===== src/rtl/core/brts_pkg.sv =====
// Package for the BLE reply timeout supervisor: message-kind codes, role and
// action codes, and the single-pass decision function. No dependencies.
package brts_pkg;

   typedef logic [4:0] kind_type;
   typedef logic [1:0] action_type;

   // Message-kind codes that the decision logic names.
   localparam kind_type K_UNKNOWN                 = 5'd0;
   localparam kind_type K_BUSY                    = 5'd1;
   localparam kind_type K_GENERAL_ERROR           = 5'd2;
   localparam kind_type K_AP_REQUEST              = 5'd3;
   localparam kind_type K_AP_RESPONSE             = 5'd4;
   localparam kind_type K_SETUP_M1                = 5'd5;
   localparam kind_type K_SETUP_M2                = 5'd6;
   localparam kind_type K_SETUP_M3                = 5'd7;
   localparam kind_type K_SETUP_M4                = 5'd8;
   localparam kind_type K_SUSPEND_REQUEST         = 5'd9;
   localparam kind_type K_SUSPEND_RESPONSE        = 5'd10;
   localparam kind_type K_RESUME_REQUEST          = 5'd11;
   localparam kind_type K_RESUME_RESPONSE         = 5'd12;
   localparam kind_type K_ACCESS_COMPLETED        = 5'd14;
   localparam kind_type K_INITIATE_ACCESS         = 5'd16;
   localparam kind_type K_INITIATE_ACCESS_RKE     = 5'd17;
   localparam kind_type K_INITIATE_RANGING        = 5'd18;
   localparam kind_type K_INITIATE_RANGING_RESUME = 5'd19;
   localparam kind_type K_SETUP_LATER             = 5'd20;
   localparam kind_type K_RESUME_LATER            = 5'd21;

   // Timer actions.
   localparam action_type ACT_NONE      = 2'd0;
   localparam action_type ACT_ARM       = 2'd1;
   localparam action_type ACT_STOP      = 2'd2;
   localparam action_type ACT_TERMINATE = 2'd3;

   // Who is waiting for a reply.
   typedef enum logic [2:0] {
      ROLE_IDLE = 3'b001,
      ROLE_TX   = 3'b010,
      ROLE_RX   = 3'b100
   } role_type;

   // Outcome of one observed message.
   typedef struct packed {
      action_type action;
      role_type   role;
      kind_type   pending;
   } decision_type;

   function automatic logic expects_reply(kind_type k);
      logic r;
      case (k)
         K_INITIATE_ACCESS, K_INITIATE_ACCESS_RKE, K_AP_REQUEST, K_AP_RESPONSE,
         K_INITIATE_RANGING, K_SETUP_M1, K_SETUP_M2, K_SETUP_M3,
         K_SUSPEND_REQUEST, K_INITIATE_RANGING_RESUME, K_RESUME_REQUEST: r = 1'b1;
         default: r = 1'b0;
      endcase
      return r;
   endfunction

   // Busy and general error are handled before this is consulted.
   function automatic logic reply_fits(kind_type req, kind_type rep);
      logic r;
      case (req)
         K_INITIATE_ACCESS, K_INITIATE_ACCESS_RKE: r = (rep == K_AP_REQUEST);
         K_AP_REQUEST:       r = (rep == K_AP_RESPONSE);
         K_AP_RESPONSE:      r = (rep == K_AP_REQUEST) || (rep == K_ACCESS_COMPLETED);
         K_INITIATE_RANGING: r = (rep == K_SETUP_M1) || (rep == K_SETUP_LATER);
         K_SETUP_M1:         r = (rep == K_SETUP_M2) || (rep == K_SETUP_LATER);
         K_SETUP_M2:         r = (rep == K_SETUP_M3);
         K_SETUP_M3:         r = (rep == K_SETUP_M4);
         K_SUSPEND_REQUEST:  r = (rep == K_SUSPEND_RESPONSE);
         K_INITIATE_RANGING_RESUME:
            r = (rep == K_RESUME_REQUEST) || (rep == K_RESUME_LATER);
         K_RESUME_REQUEST:   r = (rep == K_RESUME_RESPONSE) || (rep == K_RESUME_LATER);
         default:            r = 1'b0;
      endcase
      return r;
   endfunction

   function automatic logic displaces(kind_type pend, kind_type inc);
      logic pend_ok;
      logic inc_ok;
      pend_ok = (pend == K_RESUME_REQUEST) || (pend == K_SUSPEND_REQUEST);
      inc_ok  = (inc == K_INITIATE_RANGING) || (inc == K_INITIATE_RANGING_RESUME) ||
                (inc == K_SUSPEND_REQUEST);
      return pend_ok && inc_ok;
   endfunction

   function automatic decision_type decide(logic outgoing, kind_type k,
                                           role_type role, kind_type pend);
      decision_type d;
      logic back_to_tx;
      logic back_to_rx;
      logic reply_dir;
      role_type new_role;
      back_to_tx = !outgoing && (role == ROLE_TX);
      back_to_rx = outgoing && (role == ROLE_RX);
      reply_dir  = back_to_tx || back_to_rx;
      new_role   = outgoing ? ROLE_TX : ROLE_RX;
      d.action   = ACT_NONE;
      d.role     = role;
      d.pending  = pend;
      if (k == K_BUSY) begin
         d.action = reply_dir ? ACT_ARM : ACT_NONE;
      end else if (k == K_GENERAL_ERROR) begin
         if (reply_dir) begin
            d.action  = back_to_tx ? ACT_TERMINATE : ACT_STOP;
            d.role    = ROLE_IDLE;
            d.pending = K_UNKNOWN;
         end
      end else if (role != ROLE_IDLE) begin
         if (reply_dir && reply_fits(pend, k)) begin
            if (expects_reply(k)) begin
               d.action  = ACT_ARM;
               d.role    = new_role;
               d.pending = k;
            end else begin
               d.action  = ACT_STOP;
               d.role    = ROLE_IDLE;
               d.pending = K_UNKNOWN;
            end
         end else if (back_to_tx && displaces(pend, k)) begin
            d.action  = ACT_ARM;
            d.role    = new_role;
            d.pending = k;
         end
      end else if (expects_reply(k)) begin
         d.action  = ACT_ARM;
         d.role    = new_role;
         d.pending = k;
      end
      return d;
   endfunction

endpackage


===== src/rtl/core/ble_reply_timeout_supervisor.sv =====
// Top level of the BLE reply timeout supervisor: input register, role and
// pending-request state, and result register. Depends on brts_pkg.
//
// Usage:
//   The req_ channel carries one observed link message per transfer: its
//   direction (0 incoming from the phone, 1 outgoing from the local side)
//   and its message-kind code. For every transfer on req_ the block delivers
//   exactly one transfer on rsp_ that carries the timer action: none, arm,
//   stop or terminate the connection.
//   A message taken from req_ lands in the input register; the decision is
//   made and the role state updated as it passes into the result register,
//   whose content is shown on rsp_. While rsp_stall is low the block takes
//   one message per cycle; the decision is a single pass of short logic
//   between the input register and the result register.
//   When the receiver raises rsp_stall the result register holds its value,
//   the input register keeps one more message, and only then is req_stall
//   raised; req_stall follows rsp_stall in the same cycle and never rises
//   while rsp_stall is low.
//   Synchronous reset empties both registers, returns the role to idle and
//   clears the pending request kind to unknown.
module ble_reply_timeout_supervisor (
   input  logic       clock,
   input  logic       reset,
   input  logic       req_valid,
   output logic       req_stall,
   input  logic       req_direction,
   input  logic [4:0] req_message_kind,
   output logic       rsp_valid,
   input  logic       rsp_stall,
   output logic [1:0] rsp_action
);

   // Input register.
   logic                 in_valid_ff, in_valid_in;
   logic                 in_dir_ff;
   brts_pkg::kind_type   in_kind_ff;

   // Supervisor state.
   brts_pkg::role_type   role_ff;
   brts_pkg::kind_type   pending_ff;

   // Result register.
   logic                 out_valid_ff, out_valid_in;
   brts_pkg::action_type out_action_ff;

   logic                   advance;
   logic                   req_take;
   brts_pkg::decision_type dec;

   // The result register can take a new value when it is empty or being
   // drained in this cycle.
   assign advance   = !out_valid_ff || !rsp_stall;
   assign req_stall = in_valid_ff && !advance;
   assign req_take  = req_valid && !req_stall;

   assign dec = brts_pkg::decide(in_dir_ff, in_kind_ff, role_ff, pending_ff);

   assign in_valid_in  = (advance || !in_valid_ff) ? req_valid : 1'b1;
   assign out_valid_in = advance ? in_valid_ff : 1'b1;

   always_ff @(posedge clock) begin
      if (reset) begin
         in_valid_ff  <= 1'b0;
         out_valid_ff <= 1'b0;
         role_ff      <= brts_pkg::ROLE_IDLE;
         pending_ff   <= brts_pkg::K_UNKNOWN;
      end else begin
         in_valid_ff  <= in_valid_in;
         out_valid_ff <= out_valid_in;
         // State moves only when a message passes into the result register,
         // so every message sees the state left by the one before it.
         if (advance && in_valid_ff) begin
            role_ff    <= dec.role;
            pending_ff <= dec.pending;
         end
      end
   end

   always_ff @(posedge clock) begin
      if (req_take) begin
         in_dir_ff  <= req_direction;
         in_kind_ff <= req_message_kind;
      end
      if (advance && in_valid_ff) begin
         out_action_ff <= dec.action;
      end
   end

   assign rsp_valid  = out_valid_ff;
   assign rsp_action = out_action_ff;

endmodule


===== config.mk =====
export PLATFORM = sky130hd
export DESIGN_NAME = ble_reply_timeout_supervisor
export DESIGN_NICKNAME = d
export VERILOG_FILES = /design/src/rtl/core/brts_pkg.sv /design/src/rtl/core/ble_reply_timeout_supervisor.sv
export SDC_FILE = /design/constraint.sdc
export NUM_CORES = 1
export LEC_CHECK = 0
export BUFFER_PORTS_ARGS = -buffer_cell sky130_fd_sc_hd__clkbuf_2
export CAP_MARGIN = 20
export CELL_PAD_IN_SITES_DETAIL_PLACEMENT = 1
export CELL_PAD_IN_SITES_GLOBAL_PLACEMENT = 1
export CORE_MARGIN = 1
export CORE_UTILIZATION = 44
export CTS_BUF_LIST = sky130_fd_sc_hd__clkbuf_8 sky130_fd_sc_hd__clkbuf_16
export DETAILED_ROUTE_END_ITERATION = 8
export GPL_TIMING_DRIVEN = 0
export PLACE_DENSITY_LB_ADDON = 0.1
export SKIP_CTS_REPAIR_TIMING = 1
export SYNTH_ARGS = -nofsm -noshare
export SYNTH_HDL_FRONTEND = slang
export SYNTH_SLANG_ARGS = --single-unit

===== constraint.sdc =====
create_clock -name clock -period 3.3 [get_ports clock]
set_clock_uncertainty 0.15 [all_clocks]
set_input_delay 0.99 -clock clock [delete_from_list [all_inputs] [get_ports clock]]
set_output_delay 0.99 -clock clock [all_outputs]
set_load 0.01 [all_outputs]

==> summary.md <==
| Metric | Value |
|---|---|
| CTS Buf Count | 3 |
| Mean Syn Cell Area | around 9 sq um |
| Net Count, Synth | 166 |
| Final non-filler cell total | roughly 220 |
| Proportion of layout cells with a drive suffix above 1 | 0.202 |
| Crit start category | flip-flop |
| Row count | 20 |
| WL/cell | about 18 microns |
| PwrDens | roughly 340 mW/mm^2 |
| Setup Crit Path Kind | flip-flop to flip-flop |
| Total congestion overflow | 0 |
| Multi-input gate area | between 800 and 900 sq um |
| GR Layer Usage met1 | 0.323 |
| CP required | between 3 and 4 ns |
| Total Routing Usage GR | 0.247 |
| HP Class | flip-flop to flip-flop |
| I/O Pins | 14 |
| Static leakage | between 0.5 and 0.6 nW |
| # port buffers | 13 |
| CP max stage delay | 0.50 ns |
| CP cell instances | buf_2 -> nor3_1 -> and2_1 -> nand2_1 -> a21oi_1 -> o31ai_1 -> or2_1 -> buf_6 -> o41ai_4 |
| Clk slew on worst S/H paths | 0.08 ns |
| Crit path capture type | flip-flop |
| Die Y | around 58 microns |
| Arrival @ worst endpoint | 3.01 ns |
| Residual DRC | 0 |
| Worst Max-Slew Pin Slew | 0.606 ns |
| Mapped cell area | around 0.0014 sq mm |
| Relative slew slack | 0.593 |
| Synth-to-Final Area Change | 11.8% |
| Vias in the first global route | roughly 1,300 |
| Number of antenna diodes | 0 |
| Fmax | between 300 and 400 MHz |
| Slew Viols, Final | 0 |
| Most frequent cells in the layout | clkbuf_2, nor2_1, o21ai_0, dfxtp_1, a21oi_1 |
| CP max-delay cell | edfxtp_1 |
| First-pass GRT wire length | 6.35 mm |
| Clock Tree Root | clkbuf_8 |
| Post-synth top area share | 0.172 |
| Clk Latency, worst-skew pair | 0.26 ns |
| Hold Path Depth | 2 |
| Clock sinks | 19 |
| Setup TNS | 0 ns |
| Sequential area share after synthesis | 0.329 |
| Status | finished clean |
| H-tree depth | 1 |
| Nets | 184 |
| Vias | 1,333 |
| Flops & latches, synth | 19 |
| # fillers | approximately 380 |
| CTS tree | done |
| Sequential cell area | roughly 460 sq um |
| Ys Warns | 0 |
| Min cycle time layout | 2.99 ns |
| Period utilisation layout | 0.906 |
| Mapped Cells | roughly 160 |
| Peak supply drop | between 0.0002 and 0.00025 V |
| # setup viols final | 0 |
| Initial antenna violation count | 0 |
| Routed vias/inst | between 6 and 7 |
| Drt initial violations | 27 |
| EDFF count, synth | 8 |
| Die Wd | 58.4 microns |
| Library cells used by synthesis | between 50 and 60 |
| CTS max path bufs | 2 |
| GP Congestion | roughly 0.84 |
| Initial core utilization | 0.462 |
| Met3 GRT Util | 0.0484 |
| Routed WL | between 3 and 4 mm |
| Die ar. | around 0.0034 sq mm |
| R2R depth | 9 |
| Detail Route Antenna Nets | 0 |
| Core area | between 0.003 and 0.004 sq mm |
| Gr busiest metal | met2 |
| Area leader, netlist | edfxtp_1 |
| Post-DP HPWL | between 2 and 3 mm |
| 1st-pass router iterations | 4 |
| RSZ-0062 raised after global routing | no |
| Dominant synthesized flop cell | dfxtp_1 |
| Largest net degree at the start of global routing | 11 |
| Commonest non-fill, non-tap cell in the layout | clkbuf_2 |
| Max-cap viol count | 0 |
| Top cells by area, synth | edfxtp_1, dfxtp_1, o21ai_0, a21oi_1, nor2_1 |
| Final count of hold timing violations | 0 |
| Placed cell count | ~210 |
| GRT met2 Usage | 0.397 |
| Critical path fanouts, max | 10 |
| Synth async-reset ratio | 0 |
per-layer routing:
| metal | share of wire | vias up |
|---|---|---|
| li1 | - | 627 |
| met1 | 0.46 | 666 |
| met2 | 0.50 | 33 |
| met3 | 0.029 | 7 |
| met4 | 0.016 | 0 |
| met5 | 0 | - |
worst paths after layout:
check	start	end	slack, ns
max reg2reg	in_kind_ff[4]	role_ff[1]	0.31
min	in_valid_ff	rsp_valid	0.34
min reg2reg	in_valid_ff	rsp_valid	0.34
max	in_kind_ff[4]	role_ff[1]	0.31
metrics by stage:
step / cell area (sq um) / hold slack [ns] / power [mW] / utilization / setup WS, ns
2_1_floorplan: 1400 / 0.295 / 0.340 / - / 0.661
3_3_place_gp: 1520 / 0.309 / 0.366 / 0.502 / 0.204
3_5_place_dp: 1520 / 0.324 / 0.371 / 0.502 / 0.121
4_1_cts: 1560 / 0.354 / 0.537 / 0.517 / 0.379
5_1_grt: 1560 / 0.371 / 0.557 / 0.517 / 0.213
6_report: 1560 / 0.340 / 0.535 / 0.517 / 0.311
report_power, final:
part / internal (mW) / switching (mW)
registers: 0.258 / 0.0110
clock network: 0.0831 / 0.0851
logic: 0.0381 / 0.0600
flip-flops by register name (all words and copies together) (netlist names), named ones only:
register     cells
in_dir_ff        1
in_kind_ff       5
in_valid_ff      1
pending_ff       5
role_ff          3
rsp_action       2
rsp_valid        1
synth_stat cells (4+ instances only):
cell	number
a21oi_1	10
a32o_1	4
buf_2	6
dfxtp_1	11
edfxtp_1	8
inv_1	5
nand2_1	9
nand2b_1	6
nand3b_1	4
nor2_1	11
nor2b_1	6
o21ai_0	11
o22ai_1	4
worst max-delay path: cells and delay by family, from the launching register on:
kind	cells	cell delay, ns
simple gates	4	0.97
compound gates	3	0.90
flops	1	0.50
buf+inv	2	0.39
cell families (layout without fill, tap and decap cells):
| family | Yosys count | count (layout) | synth area share |
|---|---|---|---|
| simple gates | 66 | 66 | 0.295 |
| buf+inv | 16 | 33 | 0.0617 |
| mux | 1 | 1 | 0.00716 |
| compound gates | 52 | 52 | 0.294 |
| flops | 19 | 19 | 0.329 |
| xor+xnor | 2 | 2 | 0.0125 |
cell type report:
| type | instances | share of cell area |
|---|---|---|
| buffer | 11 | 0.0432 |
| tap | 44 | 0.0352 |
| clock inverter | 1 | 0.00240 |
| inverter | 5 | 0.0120 |
| clock buffer | 3 | 0.0264 |
| sequential | 19 | 0.294 |
| timing repair buffer | 13 | 0.0416 |
| multi-input combinational | 121 | 0.545 |
Note: power is estimated with default switching activity, not from simulation.
